### config.mk
export PLATFORM = sky130hd
export DESIGN_NAME = rfc_in_reg_flat
export DESIGN_NICKNAME = d
export VERILOG_FILES = /design/src/rtl/rfc_pkg.sv /design/src/rtl/rfc_ifs.sv /design/src/rtl/rfc_in_reg.sv /design/src/flat_wrapper.sv
export SDC_FILE = /design/constraint.sdc
export NUM_CORES = 1
export LEC_CHECK = 0
export BUFFER_PORTS_ARGS = -buffer_cell sky130_fd_sc_hd__clkbuf_2
export CAP_MARGIN = 0
export CORE_AREA = 2 2 39 41
export DETAILED_ROUTE_END_ITERATION = 10
export DIE_AREA = 0 0 41 43
export MAX_ROUTING_LAYER = met4
export SLEW_MARGIN = 5
export SYNTH_ARGS = -nofsm -noshare
export SYNTH_HDL_FRONTEND = slang
export SYNTH_SLANG_ARGS = --single-unit
### constraint.sdc
create_clock -name clk -period 1.6 [get_ports clk]
set_input_delay 0.24 -clock clk [delete_from_list [all_inputs] [get_ports clk]]
set_output_delay 0.24 -clock clk [all_outputs]
set_load 0.01 [all_outputs]
### src/rtl/rfc_pkg.sv
package rfc_pkg;

  // field sizes, defaults for the top-level parameters
  localparam int RFC_LENGTH_BYTES_DEF = 8;
  localparam int RFC_CHECKSUM_BYTES_DEF = 8;
  localparam int RFC_HEADER_BYTES_DEF = 4;
  localparam int RFC_COUNT_BYTES = 4;

  localparam logic [15:0] RFC_MIN_BYTES_RST = 16'd100;
  localparam logic [31:0] RFC_CRC_POLY = 32'hEDB8_8320;

  localparam int RFC_PASSED_W = 31;
  localparam int RFC_VERDICT_W = 2;
  localparam int RFC_PHASE_W = 3;

  // parse phases
  localparam logic [RFC_PHASE_W-1:0] PH_HEADER = 3'd0;
  localparam logic [RFC_PHASE_W-1:0] PH_COUNT = 3'd1;
  localparam logic [RFC_PHASE_W-1:0] PH_LENGTH = 3'd2;
  localparam logic [RFC_PHASE_W-1:0] PH_DATA = 3'd3;
  localparam logic [RFC_PHASE_W-1:0] PH_CHECK = 3'd4;
  localparam logic [RFC_PHASE_W-1:0] PH_END = 3'd5;

  // verdict codes
  localparam logic [RFC_VERDICT_W-1:0] VERD_OK = 2'd0;
  localparam logic [RFC_VERDICT_W-1:0] VERD_SMALL = 2'd1;
  localparam logic [RFC_VERDICT_W-1:0] VERD_TRUNC = 2'd2;
  localparam logic [RFC_VERDICT_W-1:0] VERD_MISMATCH = 2'd3;

  typedef struct packed {
    logic [7:0] data_byte;
    logic       last_byte;
  } rfc_item_t;

  typedef struct packed {
    logic [RFC_VERDICT_W-1:0] verdict;
    logic [RFC_PASSED_W-1:0]  blocks_passed;
  } rfc_result_t;

  // one byte of reflected crc-32, eight shift steps
  function automatic logic [31:0] crc_byte(input logic [31:0] crc, input logic [7:0] b);
    logic [31:0] v;
    v = {24'd0, crc[7:0] ^ b};
    for (int k = 0; k < 8; k++) begin
      v = v[0] ? ((v >> 1) ^ RFC_CRC_POLY) : (v >> 1);
    end
    return (crc >> 8) ^ v;
  endfunction

endpackage

### src/rtl/rfc_ifs.sv
interface rfc_in_if;
  logic       valid;
  logic       ready;
  logic [7:0] data_byte;
  logic       last_byte;

  modport source (output valid, output data_byte, output last_byte, input ready);
  modport sink (input valid, input data_byte, input last_byte, output ready);
endinterface


### src/rtl/rfc_in_reg.sv
module rfc_in_reg
  import rfc_pkg::*;
(
  input  logic      clk,
  input  logic      rst_n,
  rfc_in_if.sink    in_ch,
  input  logic      take_i,
  output logic      valid_o,
  output rfc_item_t item_o
);

  logic      valid_r, valid_nxt;
  rfc_item_t item_r;
  logic      accept;

  assign in_ch.ready = !valid_r || take_i;
  assign accept = in_ch.valid && in_ch.ready;

  always_comb begin
    valid_nxt = valid_r;
    if (accept) begin
      valid_nxt = 1'b1;
    end else if (take_i) begin
      valid_nxt = 1'b0;
    end
  end

  always_ff @(posedge clk) begin
    if (!rst_n) begin
      valid_r <= 1'b0;
    end else begin
      valid_r <= valid_nxt;
    end
  end

  always_ff @(posedge clk) begin
    if (accept) begin
      item_r <= '{data_byte: in_ch.data_byte, last_byte: in_ch.last_byte};
    end
  end

  assign valid_o = valid_r;
  assign item_o = item_r;

endmodule

### src/flat_wrapper.sv
// flat-port wrapper written by rule: the top's interface ports become plain ports
module rfc_in_reg_flat import rfc_pkg::*;
  (clk, rst_n, take_i, valid_o, item_o, in_ch_valid, in_ch_data_byte, in_ch_last_byte, in_ch_ready);
  rfc_in_if in_ch_i ();
  input  logic clk;
  input  logic rst_n;
  input  logic take_i;
  output logic valid_o;
  output rfc_item_t item_o;
  input wire logic [$bits(in_ch_i.valid)-1:0] in_ch_valid;
  input wire logic [$bits(in_ch_i.data_byte)-1:0] in_ch_data_byte;
  input wire logic [$bits(in_ch_i.last_byte)-1:0] in_ch_last_byte;
  output wire logic [$bits(in_ch_i.ready)-1:0] in_ch_ready;
  assign in_ch_i.valid = in_ch_valid;
  assign in_ch_i.data_byte = in_ch_data_byte;
  assign in_ch_i.last_byte = in_ch_last_byte;
  assign in_ch_ready = in_ch_i.ready;
  rfc_in_reg u_core (.clk(clk), .rst_n(rst_n), .in_ch(in_ch_i), .take_i(take_i), .valid_o(valid_o), .item_o(item_o));
endmodule
==> run_results.csv <==
group,metric,value,unit
placement,place.detailed.instances,53,
setup_path,timing.reg2reg.worst_path_depth,2,
finish,leading_cell_type_in_the_layout_fill_and_taps_excluded,"clkbuf_2",
setup_path,critical_path.startpoint_type,"flop",
sta,finalCriticalPeriod,1050,ps
setup_path,timing.critical_path.cells,"nand2b_4, clkbuf_2",
sta,final.setup_skew,5.86,ps
clock_tree,cts_buffer_depth,2,
synth,yosysUniqueCellTypes,6,
setup_path,cp_data_arrival_time,810,ps
setup_path,crit-reg2reg-launch,"u_core.valid_o",
drt,final_antenna_net_count,0,
setup_path,crit_path_max_fanout,3,
synth,synth.top_cells.by_area,"edfxtp_1, dfxtp_1, nand2b_4",
setup_path,critPathMaxStageDelay,370,ps
floorplan,floorplan.rows,14,
grt,largest_net_degree_at_the_start_of_global_routing,10,
clock_tree,post_cts_hold_buffer_count,0,
setup_path,crit_path_end_kind,"output pin",
floorplan,die-width,41,um
pwr,vdd_drop_max,390,uV
synth,yosys.area.top_type,"edfxtp_1",
sta,timing.final.crit_share,0.659,
grt,antenna_found_initial,0,
floorplan,fp.dieArea,0.00176,mm^2
pwr,p_leak,0.227,nW
setup_path,regToRegSetupSlack,690,ps
setup_path,timing.critical_path.slowest_stage_cell,"dfxtp_1",
pwr,power_switching_share,0.207,
setup_path,timing.critical_path.to,"in_ch_ready",
drt,post_drt_via_cell_ratio,3.74,
finish,final_layout_size_suffix_gt1_frac,0.707,
clock_tree,numCtsBuffers,3,
grt,first_global_vias,193,
floorplan,coreArea,0.00138,mm^2
synth,synth.ff_latch_count,10,
pwr,power-per-cell-area,1080,mW/mm^2
finish,layout.cells.most_common_list,"clkbuf_2, edfxtp_1, clkbuf_4",
clock_tree,clk-insertion-delay-late,260,ps
pwr,power,527,uW
finish,num-nets-final,55,
clock_tree,clock_sink_count,10,
synth,postSynthNetCount,27,
sta,timing_hold_violations_final,0,
finish,area_growth,49.2,%
sta,slew_headroom,0.917,
sta,fin_tns_setup,0,ps
placement,port_buffers,23,
sta,setup-violations-final,0,
outcome,status,"finished clean",
clock_tree,clk_transition_reported_paths,70,ps
sta,holdWs,154,ps
clock_tree,cts-resized-gates,0,
pwr,power_report.internal_total,418,uW
setup_path,worstSetupPathType,"flop to output pin",
hold_path,timing.hold.worst_path_depth,1,
setup_path,worstReg2RegEnd,"u_core.item_o[1]",
floorplan,fp.dieH,43,um
setup_path,worstSetupStartpoint,"u_core.valid_o",
synth,ys_seq_area_frac,0.885,
floorplan,initial_core_util,0.237,
drt,dr_total_vias,213,
pwr,seqPwrFrac,0.583,
synth,syn-cell-area,328,um^2
finish,num_antenna_cells,0,
clock_tree,tritoncts,"done",
grt,grt_remaining_overflow,0,
grt,grt_util_all_layers,0.0660,
drt,postRouteWirelength,499,um
sta,timing.final.max_slew_violations,0,
hold_path,hold_class,"input port to flop",
finish,instances_no_fill,57,
pwr,switching_power,109,uW
clock_tree,cts_post_setup_buffers_inserted,0,
clock_tree,cts.htree.levels,1,
pwr,power.share.combinational,0.094,
job,max_cap_violations,0,
placement,gp_routability_congestion,0.564,
pwr,clock_power_share,0.323,
drt,wl_per_cell,8.75,um
synth,total_of_warnings_raised_by_yosys,0,
grt,grt_pass1_wl,710,um
clock_tree,clk_root_buffer_cell,"clkbuf_4",
floorplan,number_of_top_level_pins,24,
drt,route.detailed.drc,0,
synth,synthesis.area_per_instance,23.4,um^2
sta,worst_slew_pin_slew,124,ps
drt,dr.first_iter.drc_count,0,
synth,post_synth_inst_count,14,
setup_path,cp.required,1360,ps
synth,synth_largest_type_area_fraction,0.824,
sta,rsz_0062_raised_after_global_routing,"false",
sta,fmax,949,MHz
drt,firstDrtPassIters,1,
==> power by group through the flow <==
stage          clock network [mW]  registers [mW]  logic (mW)
3_5_place_dp                    0           0.313      0.0511
5_1_grt                     0.187           0.309      0.0556
3_3_place_gp                    0           0.313      0.0507
4_1_cts                     0.177           0.307      0.0512
2_1_floorplan                   0           0.321      0.0121
6_report                    0.170           0.307      0.0497
==> through the flow <==
step | area (um^2) | setup WS [ps] | utilization
after floorplan | 328 | 659 | -
after global placement | 463 | 653 | 0.335
after detailed placement | 463 | 645 | 0.335
after CTS | 489 | 529 | 0.354
after global routing | 489 | 514 | 0.354
final | 489 | 546 | 0.354
==> cells by family after synthesis <==
group                  after synthesis  synth area share
buffers and inverters                1            0.0114
AND/OR/NAND/NOR                      2            0.0687
AO/OA/AOI/OAI                        1            0.0343
flip-flops                          10             0.886
==> Yosys cell counts <==
master and instances:
inv_1 1, dfxtp_1 1, nand2b_4 1, and2_4 1, a21boi_2 1, edfxtp_1 9
==> worst min path at each step <==
| stage | slack [ps] | end | start |
|---|---|---|---|
| after CTS | 150 | u_core.item_o[5] | in_ch_data_byte[4] |
| after global routing | 140 | u_core.item_o[2] | in_ch_data_byte[1] |
| after global placement | 420 | u_core.item_o[2] | in_ch_data_byte[1] |
| after detailed placement | 420 | u_core.item_o[5] | in_ch_data_byte[4] |
| after floorplan | 340 | u_core.item_o[0] | in_ch_last_byte |
| final | 150 | u_core.item_o[5] | in_ch_data_byte[4] |
==> sequential cells by signal, summed over array words and instances (netlist names) <==
name,flops
u_core.item_o,9
u_core.valid_o,1
==> per-layer routing <==
metal / up-vias / routed length (um) / global-route usage
li1: 107 / - / -
met1: 87 / 215 / 0.0680
met2: 19 / 193 / 0.0875
met3: 0 / 90 / 0.0471
met4: 0 / 0 / 0.0400
met5: - / 0 / -
==> worst max-delay path: cells and delay by family, from the launching register on <==
family / cells / cell delay, ps
and+or+nand+nor: 1 / 70
DFF: 1 / 370
buffers and inverters: 1 / 120
==> area by class of cell <==
class,count,area [um^2]
Fill cell,142,895
Sequential cell,10,290
Timing Repair Buffer,23,115
Multi-Input combinational cell,3,33.8
Clock buffer,3,22.5
Tap cell,16,20.0
Clock inverter,1,3.75
Inverter,1,3.75
(Power assumes the default switching activity.)
