**src/rtl/rfc_pkg.sv**
```systemverilog
package rfc_pkg;

  // field sizes, defaults for the top-level parameters
  localparam int RFC_LENGTH_BYTES_DEF = 8;
  localparam int RFC_CHECKSUM_BYTES_DEF = 8;
  localparam int RFC_HEADER_BYTES_DEF = 4;
  localparam int RFC_COUNT_BYTES = 4;

  localparam logic [15:0] RFC_MIN_BYTES_RST = 16'd100;
  localparam logic [31:0] RFC_CRC_POLY = 32'hEDB8_8320;

  localparam int RFC_PASSED_W = 31;
  localparam int RFC_VERDICT_W = 2;
  localparam int RFC_PHASE_W = 3;

  // parse phases
  localparam logic [RFC_PHASE_W-1:0] PH_HEADER = 3'd0;
  localparam logic [RFC_PHASE_W-1:0] PH_COUNT = 3'd1;
  localparam logic [RFC_PHASE_W-1:0] PH_LENGTH = 3'd2;
  localparam logic [RFC_PHASE_W-1:0] PH_DATA = 3'd3;
  localparam logic [RFC_PHASE_W-1:0] PH_CHECK = 3'd4;
  localparam logic [RFC_PHASE_W-1:0] PH_END = 3'd5;

  // verdict codes
  localparam logic [RFC_VERDICT_W-1:0] VERD_OK = 2'd0;
  localparam logic [RFC_VERDICT_W-1:0] VERD_SMALL = 2'd1;
  localparam logic [RFC_VERDICT_W-1:0] VERD_TRUNC = 2'd2;
  localparam logic [RFC_VERDICT_W-1:0] VERD_MISMATCH = 2'd3;

  typedef struct packed {
    logic [7:0] data_byte;
    logic       last_byte;
  } rfc_item_t;

  typedef struct packed {
    logic [RFC_VERDICT_W-1:0] verdict;
    logic [RFC_PASSED_W-1:0]  blocks_passed;
  } rfc_result_t;

  // one byte of reflected crc-32, eight shift steps
  function automatic logic [31:0] crc_byte(input logic [31:0] crc, input logic [7:0] b);
    logic [31:0] v;
    v = {24'd0, crc[7:0] ^ b};
    for (int k = 0; k < 8; k++) begin
      v = v[0] ? ((v >> 1) ^ RFC_CRC_POLY) : (v >> 1);
    end
    return (crc >> 8) ^ v;
  endfunction

endpackage

```
**src/rtl/rfc_parser.sv**
```systemverilog
module rfc_parser
  import rfc_pkg::*;
#(
  parameter int LENGTH_FIELD_BYTES = RFC_LENGTH_BYTES_DEF,
  parameter int CHECKSUM_FIELD_BYTES = RFC_CHECKSUM_BYTES_DEF,
  parameter int HEADER_WORD_BYTES = RFC_HEADER_BYTES_DEF
) (
  input  logic        clk,
  input  logic        rst_n,
  input  logic        fire_i,
  input  rfc_item_t   item_i,
  input  logic [15:0] min_bytes_i,
  output rfc_result_t result_o
);

  localparam int MAX_A = (LENGTH_FIELD_BYTES > CHECKSUM_FIELD_BYTES) ?
                         LENGTH_FIELD_BYTES : CHECKSUM_FIELD_BYTES;
  localparam int MAX_B = (HEADER_WORD_BYTES > RFC_COUNT_BYTES) ?
                         HEADER_WORD_BYTES : RFC_COUNT_BYTES;
  localparam int MAX_F = (MAX_A > MAX_B) ? MAX_A : MAX_B;
  localparam int IDX_W = $clog2(MAX_F + 1);
  localparam int LEN_W = 8 * LENGTH_FIELD_BYTES;
  localparam int CHK_W = 8 * CHECKSUM_FIELD_BYTES;

  logic [RFC_PHASE_W-1:0]  phase_r, phase_nxt;
  logic [IDX_W-1:0]        idx_r, idx_nxt;
  logic [31:0]             expected_r, expected_nxt;
  logic [RFC_PASSED_W-1:0] done_r, done_nxt;
  logic [LEN_W-1:0]        remain_r, remain_nxt;
  logic [31:0]             crc_r, crc_nxt;
  logic [CHK_W-1:0]        chk_r, chk_nxt;
  logic                    mism_r, mism_nxt;
  logic [15:0]             bytes_r, bytes_nxt;

  // values after consuming the byte, before the end-of-file clear
  logic [RFC_PHASE_W-1:0]  phase_s;
  logic [IDX_W-1:0]        idx_s;
  logic [31:0]             expected_s;
  logic [RFC_PASSED_W-1:0] done_s;
  logic [LEN_W-1:0]        remain_s;
  logic [31:0]             crc_s;
  logic [CHK_W-1:0]        chk_s;
  logic                    mism_s;
  logic [15:0]             bytes_s;

  logic [IDX_W-1:0]        idx_inc;
  logic [31:0]             exp_ins;
  logic [LEN_W-1:0]        len_ins;
  logic [LEN_W-1:0]        len_dec;
  logic [CHK_W-1:0]        chk_ins;
  logic [31:0]             crc_upd;
  logic [RFC_PASSED_W-1:0] done_inc;
  logic [7:0]              b;

  assign b = item_i.data_byte;
  assign idx_inc = idx_r + IDX_W'(1);
  assign crc_upd = crc_byte(crc_r, b);
  assign len_dec = remain_r - LEN_W'(1);
  assign done_inc = done_r + RFC_PASSED_W'(1);

  // byte lane inserts
  always_comb begin
    exp_ins = expected_r;
    len_ins = remain_r;
    chk_ins = chk_r;
    for (int k = 0; k < RFC_COUNT_BYTES; k++) begin
      if (idx_r == IDX_W'(k)) exp_ins[8*k +: 8] = exp_ins[8*k +: 8] | b;
    end
    for (int k = 0; k < LENGTH_FIELD_BYTES; k++) begin
      if (idx_r == IDX_W'(k)) len_ins[8*k +: 8] = len_ins[8*k +: 8] | b;
    end
    for (int k = 0; k < CHECKSUM_FIELD_BYTES; k++) begin
      if (idx_r == IDX_W'(k)) chk_ins[8*k +: 8] = chk_ins[8*k +: 8] | b;
    end
  end

  always_comb begin
    phase_s = phase_r;
    idx_s = idx_r;
    expected_s = expected_r;
    done_s = done_r;
    remain_s = remain_r;
    crc_s = crc_r;
    chk_s = chk_r;
    mism_s = mism_r;
    bytes_s = (bytes_r == 16'hFFFF) ? bytes_r : bytes_r + 16'd1;
    case (phase_r)
      PH_HEADER: begin
        if (idx_inc >= IDX_W'(HEADER_WORD_BYTES)) begin
          phase_s = PH_COUNT;
          idx_s = '0;
        end else begin
          idx_s = idx_inc;
        end
      end
      PH_COUNT: begin
        expected_s = exp_ins;
        idx_s = idx_inc;
        if (idx_inc >= IDX_W'(RFC_COUNT_BYTES)) begin
          if (exp_ins == 32'd0 || exp_ins[31]) begin
            phase_s = PH_END;
          end else begin
            phase_s = PH_LENGTH;
            idx_s = '0;
            remain_s = '0;
            crc_s = '0;
            chk_s = '0;
          end
        end
      end
      PH_LENGTH: begin
        remain_s = len_ins;
        crc_s = crc_upd;
        idx_s = idx_inc;
        if (idx_inc >= IDX_W'(LENGTH_FIELD_BYTES)) begin
          idx_s = '0;
          phase_s = (len_ins == '0) ? PH_CHECK : PH_DATA;
        end
      end
      PH_DATA: begin
        crc_s = crc_upd;
        remain_s = len_dec;
        if (len_dec == '0) begin
          phase_s = PH_CHECK;
          idx_s = '0;
        end
      end
      PH_CHECK: begin
        chk_s = chk_ins;
        idx_s = idx_inc;
        if (idx_inc >= IDX_W'(CHECKSUM_FIELD_BYTES)) begin
          if (chk_ins == CHK_W'(crc_r)) begin
            done_s = done_inc;
            if ({1'b0, done_inc} >= expected_r) begin
              phase_s = PH_END;
            end else begin
              phase_s = PH_LENGTH;
              idx_s = '0;
              remain_s = '0;
              crc_s = '0;
              chk_s = '0;
            end
          end else begin
            mism_s = 1'b1;
            phase_s = PH_END;
          end
        end
      end
      default: begin
      end
    endcase
  end

  // verdict from the post-byte state
  always_comb begin
    result_o.blocks_passed = done_s;
    if (bytes_s < min_bytes_i) begin
      result_o.verdict = VERD_SMALL;
      result_o.blocks_passed = '0;
    end else if (mism_s) begin
      result_o.verdict = VERD_MISMATCH;
    end else if (phase_s != PH_END) begin
      result_o.verdict = VERD_TRUNC;
    end else begin
      result_o.verdict = VERD_OK;
    end
  end

  always_comb begin
    phase_nxt = phase_r;
    idx_nxt = idx_r;
    expected_nxt = expected_r;
    done_nxt = done_r;
    remain_nxt = remain_r;
    crc_nxt = crc_r;
    chk_nxt = chk_r;
    mism_nxt = mism_r;
    bytes_nxt = bytes_r;
    if (fire_i) begin
      if (item_i.last_byte) begin
        phase_nxt = PH_HEADER;
        idx_nxt = '0;
        expected_nxt = '0;
        done_nxt = '0;
        remain_nxt = '0;
        crc_nxt = '0;
        chk_nxt = '0;
        mism_nxt = 1'b0;
        bytes_nxt = '0;
      end else begin
        phase_nxt = phase_s;
        idx_nxt = idx_s;
        expected_nxt = expected_s;
        done_nxt = done_s;
        remain_nxt = remain_s;
        crc_nxt = crc_s;
        chk_nxt = chk_s;
        mism_nxt = mism_s;
        bytes_nxt = bytes_s;
      end
    end
  end

  always_ff @(posedge clk) begin
    if (!rst_n) begin
      phase_r <= PH_HEADER;
      idx_r <= '0;
      expected_r <= '0;
      done_r <= '0;
      remain_r <= '0;
      crc_r <= '0;
      chk_r <= '0;
      mism_r <= 1'b0;
      bytes_r <= '0;
    end else begin
      phase_r <= phase_nxt;
      idx_r <= idx_nxt;
      expected_r <= expected_nxt;
      done_r <= done_nxt;
      remain_r <= remain_nxt;
      crc_r <= crc_nxt;
      chk_r <= chk_nxt;
      mism_r <= mism_nxt;
      bytes_r <= bytes_nxt;
    end
  end

`ifndef NO_ASSERTIONS
  a_clear_after_last: assert property (@(posedge clk) disable iff (!rst_n)
    fire_i && item_i.last_byte |=> phase_r == PH_HEADER && bytes_r == 16'd0 && !mism_r)
    else $error("state not cleared after last byte");

  a_data_nonzero: assert property (@(posedge clk) disable iff (!rst_n)
    phase_r == PH_DATA |-> remain_r != '0)
    else $error("data phase with zero bytes left");

  a_done_below_expected: assert property (@(posedge clk) disable iff (!rst_n)
    (phase_r == PH_LENGTH || phase_r == PH_DATA || phase_r == PH_CHECK)
      |-> {1'b0, done_r} < expected_r)
    else $error("block in progress past expected count");

  a_mismatch_ends: assert property (@(posedge clk) disable iff (!rst_n)
    mism_r |-> phase_r == PH_END)
    else $error("mismatch recorded outside end phase");
`endif

endmodule

```
**config.mk**
```make
export PLATFORM = sky130hd
export DESIGN_NAME = rfc_parser
export DESIGN_NICKNAME = d
export VERILOG_FILES = /design/src/rtl/rfc_pkg.sv /design/src/rtl/rfc_parser.sv
export SDC_FILE = /design/constraint.sdc
export NUM_CORES = 1
export LEC_CHECK = 0
export BUFFER_PORTS_ARGS = -buffer_cell sky130_fd_sc_hd__buf_2
export CAP_MARGIN = 20
export CORE_MARGIN = 10
export CORE_UTILIZATION = 64
export CTS_CLUSTER_DIAMETER = 100
export DETAILED_ROUTE_END_ITERATION = 8
export GPL_TIMING_DRIVEN = 0
export HOLD_SLACK_MARGIN = 0.12
export PLACE_DENSITY = 0.83
export SYNTH_ARGS = -nofsm -noshare
export SYNTH_HDL_FRONTEND = slang
export SYNTH_SLANG_ARGS = --single-unit
```
**constraint.sdc**
```tcl
create_clock -name clk -period 7.01 [get_ports clk]
set_input_delay 0.3505 -clock clk [delete_from_list [all_inputs] [get_ports clk]]
set_output_delay 0.3505 -clock clk [all_outputs]
set_load 0.05 [all_outputs]
```
==> results of run 1 <==
## per-stage QoR
step	power, mW	instances	setup WS (ns)	hold slack, ns	instance area, um^2
floorplan	1.92	2310	1.47	0.437	17100
global placement	2.14	2702	-0.480	0.447	17800
detailed placement	2.15	2707	-0.560	0.455	17900
CTS	3.63	2759	0.0528	0.301	18800
global route	3.77	2768	0.0155	0.346	18900
finish	3.71	2768	0.220	0.340	18900
## logic make-up (layout without fill, tap and decap cells)
| kind of cell | after synthesis | count (layout) | share of synthesized area |
|---|---|---|---|
| mux | 5 | 5 | 0.00307 |
| buf+inv | 297 | 420 | 0.0676 |
| simple gates | 912 | 912 | 0.283 |
| flops | 247 | 247 | 0.289 |
| compound gates | 624 | 624 | 0.231 |
| fa+ha+maj | 54 | 54 | 0.0394 |
| xor+xnor | 171 | 171 | 0.0874 |
## flip-flops by register name, indices dropped and copies added (netlist names)
register / flops
remain_r: 64
bytes_r: 16
done_r: 31
expected_r: 32
mism_r: 1
crc_r: 32
chk_r: 64
idx_r: 4
phase_r: 3
## worst paths after layout
path | cells after the start | to | startpoint | slack (ns)
min | 4 | done_r[27]$_SDFFE_PN0P_ | rst_n | 0.34
max reg2reg | 21 | remain_r[58]$_SDFFE_PN0P_ | done_r[0]$_SDFFE_PN0P_ | 0.22
max | 21 | remain_r[58]$_SDFFE_PN0P_ | done_r[0]$_SDFFE_PN0P_ | 0.22
min reg2reg | 2 | chk_r[41]$_SDFFE_PN0P_ | chk_r[41]$_SDFFE_PN0P_ | 0.48
## layer usage
| layer | track usage | vias to the layer above |
|---|---|---|
| met5 | 0 | - |
| met4 | 0.243 | 8 |
| met3 | 0.134 | 497 |
| met2 | 0.620 | 1920 |
| met1 | 0.499 | 9411 |
| li1 | - | 8661 |
## worst max-delay path, delay by kind of cell (launching register included)
| family | cells | cell delay (ns) |
|---|---|---|
| xor+xnor | 1 | 0.30 |
| compound gates | 5 | 1.54 |
| fa+ha+maj | 2 | 0.64 |
| flops | 1 | 0.49 |
| simple gates | 9 | 2.33 |
| buf+inv | 4 | 1.40 |
## cell type report
type                            count  share of cell area
Inverter                           84              0.0167
Sequential cell                   247               0.261
Timing Repair Buffer               73              0.0212
Multi-Input combinational cell   1766               0.585
Clock inverter                     13             0.00774
Clock buffer                       37              0.0415
Tap cell                          335              0.0222
Buffer                            213              0.0446
## layout by cell type (no fill, tap or decap), types with 16 or more instances in the layout
cell         n
dfxtp_1    247
nor3_1      60
nor4_1      73
a22oi_1     20
clkbuf_1   180
nor2_1     237
and3_1      33
a32oi_1     33
a21o_1      19
or4_1       19
a211oi_1    29
and4_1      16
clkbuf_16   28
nand3_1    118
xnor2_1    107
xor2_1      64
buf_2       77
inv_1       84
nand4_1     46
a21oi_1    277
or3_1       39
o221a_2     20
nand2b_1    17
a31oi_1     47
o21ai_0     74
ha_1        53
nand2_1    147
## where the power goes
| group | total [mW] | internal (mW) | switching [mW] | leakage (nW) |
|---|---|---|---|---|
| logic | 0.756 | 0.230 | 0.526 | 4.62 |
| clock network | 1.53 | 0.862 | 0.666 | 0.461 |
| registers | 1.42 | 1.41 | 0.0110 | 1.99 |
| total | 3.71 | 2.51 | 1.20 | 7.07 |
## what timing repair did
item                                    in CTS  in global routing
gates resized for setup                      4                  7
buffers inserted                             2                  7
pin swaps                                    0                  1
endpoints found under the setup margin     161                159
==> impl_metrics.csv, run 1 <==
group,metric,value,unit
cells_and_area,nFillCells,2013,
clock_network,htreeDepth,1,
cells_and_area,post-route-util,0.722,
clock_network,clk_latency,0.59,ns
die,core_area,0.0262,mm^2
drt,wl_met2,30.8,mm
synthesis,ys.flop_type,"dfxtp_1",
synthesis,syn_avg_cell_area,7.42,um^2
global_routing,grt-ovfl-total,0,
sta,worstMarginPinSlew,1.33,ns
setup_path,cp-start-kind,"flop",
sta,fin_crit,6.79,ns
power,p_leak,7.07,nW
power,power_density,196,mW/mm^2
power,vdd_drop_max,0.195,mV
drt,via_per_inst,7.40,
cells_and_area,final-seq-area,0.00494,mm^2
die,pin_count,61,
synthesis,yosysSeqAreaShare,0.289,
placement,io_buffers,57,
outcome,violations,"design-rule violations",
setup_path,criticalPathCategory,"flop to flop",
sta,fmax,0.147,GHz
drt,routed.top_layer,"met5",
synthesis,synth_most_common_cell,"a21oi_1",
sta,hold_viol_final,0,
drt,ant_nets,0,
synthesis,yosysWarnings,0,
sta,slew_headroom,0.113,
sta,setup_viol,0,
die,die_x,184,um
sta,finalCritPeriodShare,0.969,
synthesis,ys_ff_latch,247,
setup_path,crit_required,7.52,ns
die,die_h,184,um
sta,rsz0062_at_grt,"no",
setup_path,slowest_stage,"a21boi_2",
hold_path,worstHoldPathType,"input pin to flop",
synthesis,syn_area,0.0171,mm^2
drt,wl_per_cell,26.4,um
drt,drt-total-wl,73.1,mm
die,start_util,0.654,
die,num_rows,59,
synthesis,netlist_top_cells_area,"dfxtp_1, a21oi_1, xnor2_1",
setup_path,worstSetupEndpointType,"flop",
synthesis,ys_async_sr_fraction,0,
cells_and_area,n_antenna_cell,0,
sta,fin_skew,0.0189,ns
synthesis,synth_commonest_cells,"a21oi_1, dfxtp_1, nor2_1",
drt,num_vias,20500,
sta,tns,0,ns
global_routing,grt_usage,0.410,
setup_path,cp_max_fo,10,
synthesis,synthCells,2310,
outcome,outcome,"finished with violations",
synthesis,synth.distinct_cells,82,
clock_network,clockRootBuffer,"clkbuf_16",
cells_and_area,drive_gt1_frac,0.0822,
clock_network,cts_tree,"yes",
synthesis,synth_top_area_frac,0.289,
setup_path,cpPeakStageDelay,0.61,ns
sta,slew_violations,0,
global_routing,grt_max_degree,16,
setup_path,crit_chain,"ha_2 > nand3_1 > or3_1 > clkbuf_1 > nor4_4 > nor3b_4 > and2_1 > clkbuf_1 > and3_1 > xor2_1 > ha_1 > a21oi_1 > nor2_1 > a2111oi_2 > o211a_1 > nand4b_1 > a21boi_2 > buf_2 > buf_1 > nand3_1 > a21oi_1",
die,die_area,0.0337,mm^2
drt,drtPass1Iterations,9,
drt,wl_met3,11.1,mm
placement,hpwl,52.3,mm
cells_and_area,nets,2495,
clock_network,clockBufferDepth,3,
clock_network,cts.clk_slew.worst_paths,0.06,ns
drt,drtIter0Drc,3765,
global_routing,grt_pass1_vias,18900,
flow_run,cap_violations,0,
global_routing,antenna_found_initial,4,
synthesis,yosysTopAreaCell,"dfxtp_1",
cells_and_area,multi_input_area,0.0111,mm^2
synthesis,synth_fp_nets,2392,
drt,drc,6,
clock_network,hold_buffers,0,
clock_network,clock-sinks,247,
cells_and_area,area_growth,10.5,%
placement,gp_congestion,1.09,
setup_path,crit_arrival,7.29,ns
synthesis,synth_edf_count,0,
drt,met1_length,25.6,mm
global_routing,grt_pass1_wl,109,mm
clock_network,numCtsBuffers,28,
Power figures use the tool's default switching activity.
==> run 2, diff against run 1 <==
--- a/config.mk
+++ b/config.mk
@@ -8,12 +8,12 @@
 export BUFFER_PORTS_ARGS = -buffer_cell sky130_fd_sc_hd__buf_2
 export CAP_MARGIN = 20
 export CORE_MARGIN = 10
-export CORE_UTILIZATION = 64
+export CORE_UTILIZATION = 40
 export CTS_CLUSTER_DIAMETER = 100
 export DETAILED_ROUTE_END_ITERATION = 8
 export GPL_TIMING_DRIVEN = 0
 export HOLD_SLACK_MARGIN = 0.12
-export PLACE_DENSITY = 0.83
+export PLACE_DENSITY = 0.57
 export SYNTH_ARGS = -nofsm -noshare
 export SYNTH_HDL_FRONTEND = slang
 export SYNTH_SLANG_ARGS = --single-unit
==> run 2 against run 1 <==
- the run now ends clean
- critical path depth decreased by 6
- cell count increased by 7.4%
- worst setup slack improved by 0.033 ns
- register-to-register slack improved by 0.22 ns
- non-clock buffer count decreased by 6
- design area increased by 1.6%
- sequential power about the same
- global-route usage decreased by 13 points
- clock skew increased by 0.0071 ns
- largest power group unchanged
- highest routed layer unchanged
==> impl_metrics.csv, run 2 (same netlist as run 1, synthesis figures left out) <==
group,metric,value,unit
outcome,outcome,"finished, final reports clean",
global_routing,grt-ovfl-total,0,
power,p_clk_frac,0.426,
global_routing,grt_pass1_vias,17500,
cells_and_area,final-seq-area,0.00495,mm^2
global_routing,grt_use_met1,0.385,
placement,hpwl,57.1,mm
sta,tns,0,ns
global_routing,grt.met2_usage,0.436,
sta,rsz0062_at_grt,"no",
cells_and_area,drive_gt1_frac,0.0831,
sta,fin_skew,0.0260,ns
placement,gp_congestion,1.01,
drt,wl_per_cell,25.4,um
setup_path,crit_arrival,6.41,ns
power,power.share.combinational,0.198,
global_routing,grt_pass1_wl,112,mm
die,die_area,0.0515,mm^2
die,start_util,0.407,
sta,setup_viol,0,
drt,drtPass1Iterations,6,
cells_and_area,area_growth,12.2,%
drt,drc,0,
setup_path,crit_required,6.66,ns
setup_path,worstSetupEndpointType,"output pin",
cells_and_area,nets,2491,
die,num_rows,75,
drt,drt-total-wl,75.6,mm
cells_and_area,layout_commonest_cell,"a21oi_1",
sta,worstMarginPinSlew,1.29,ns
setup_path,cp_max_fo,9,
drt,drtIter0Drc,2375,
cells_and_area,post-route-util,0.456,
placement,io_buffers,57,
sta,slew_headroom,0.138,
setup_path,criticalPathCategory,"flop to output pin",
power,switching_share,0.317,
power,power_density,197,mW/mm^2
placement,place_inst,2913,
cells_and_area,largestRegisters,"chk_r x64, remain_r x64",
clock_network,clockRootBuffer,"clkbuf_16",
die,pin_count,61,
global_routing,grt_usage,0.284,
clock_network,cts.clk_slew.worst_paths,0.06,ns
drt,num_vias,19000,
setup_path,cp-start-kind,"flop",
global_routing,antenna_found_initial,2,
drt,via_per_inst,6.40,
clock_network,clk_latency,0.60,ns
power,p_leak,7.07,nW
clock_network,hold_buffers,0,
sta,hold_slack,0.339,ns
clock_network,htreeDepth,1,
clock_network,cts_tree,"yes",
drt,ant_nets,0,
die,core_area,0.0421,mm^2
cells_and_area,final_cell_mix,"a21oi_1, dfxtp_1, nor2_1",
die,die_h,227,um
global_routing,grt_max_degree,15,
clock_network,clock-sinks,247,
global_routing,grt_use_met3,0.0444,
cells_and_area,multi_input_area,0.0111,mm^2
hold_path,worstHoldPathType,"input pin to flop",
power,internal-power,2.59,mW
global_routing,grt_busiest_layer,"met2",
power,vdd_drop_max,0.136,mV
flow_run,cap_violations,0,
sta,finalCritPeriodShare,0.964,
cells_and_area,nFillCells,4341,
die,die_x,227,um
power,switching_power,1.20,mW
sta,fin_crit,6.76,ns
sta,hold_viol_final,0,
clock_network,numCtsBuffers,30,
sta,fmax,0.148,GHz
cells_and_area,instances_no_fill,2972,
sta,slew_violations,0,
clock_network,clockBufferDepth,3,
power,p_seq_frac,0.376,
run 2: changes by cell type in the layout (fill, tap and decap cells not counted), sizes merged:
| cell | before | now |
|---|---|---|
| buf | 106 | 104 |
| clkinvlp | 1 | 4 |
| clkbuf | 217 | 219 |
| inv | 85 | 84 |
| clkinv | 9 | 6 |
| diode | 0 | 1 |
run 2: layout make-up:
type                       instances  share of cell area
clock inverter                    12             0.00625
timing repair buffer              69              0.0193
inverter                          84              0.0164
tap                              539              0.0351
clock buffer                      43              0.0458
sequential                       247               0.257
multi-input combinational       1766               0.576
buffer                           211              0.0435
antenna                            1            0.000130
run 2: power by group through the flow:
stage                     Sequential, mW  Combinational [mW]  Clock [mW]
final                               1.42               0.751        1.61
after global routing                1.42               0.793        1.67
after CTS                           1.42               0.724        1.62
after detailed placement            1.45               0.720           0
after global placement              1.45               0.712           0
after floorplan                     1.45               0.464           0
run 2: worst paths after layout:
check	from	endpoint	slack [ns]	depth (start not counted)
setup / recovery	remain_r[0]$_SDFFE_PN0P_	result_o[32]	0.25	15
hold / removal	rst_n	done_r[27]$_SDFFE_PN0P_	0.34	4
setup reg to reg	done_r[0]$_SDFFE_PN0P_	remain_r[7]$_SDFFE_PN0P_	0.44	21
hold reg to reg	chk_r[16]$_SDFFE_PN0P_	chk_r[16]$_SDFFE_PN0P_	0.47	2
run 2: per-layer routing:
metal	wire [um]	vias up
li1	-	8645
met1	32300	9104
met2	32800	1052
met3	6820	215
met4	3670	4
met5	25	-
run 2: what timing repair did:
item	CTS	global route
setup endpoints to repair	161	116
buffers inserted	2	3
pin swaps	0	1
resized for setup	5	6
run 2: metrics by stage:
| step | setup WS (ns) | power, mW | instance area, um^2 |
|---|---|---|---|
| finish | 0.253 | 3.79 | 19200 |
| global route | 0.0663 | 3.89 | 19200 |
| CTS | 0.0685 | 3.77 | 19200 |
| detailed placement | -0.890 | 2.17 | 18100 |
| global placement | -0.870 | 2.17 | 18100 |
| floorplan | 1.47 | 1.92 | 17100 |
run 2: critical path, stage by stage (launching register included):
cell and delay, ns:
dfxtp_1 0.32, clkbuf_1 0.20, inv_1 0.10, ha_1 0.13
buf_2 0.20, nor4b_2 0.82, nand4_1 0.25, nor4_1 0.74
buf_2 0.29, mux2i_1 0.35, nand3_1 0.15, or4b_1 0.50
nor4_1 0.71, o21ai_0 0.27, o41a_1 0.55, buf_2 0.26
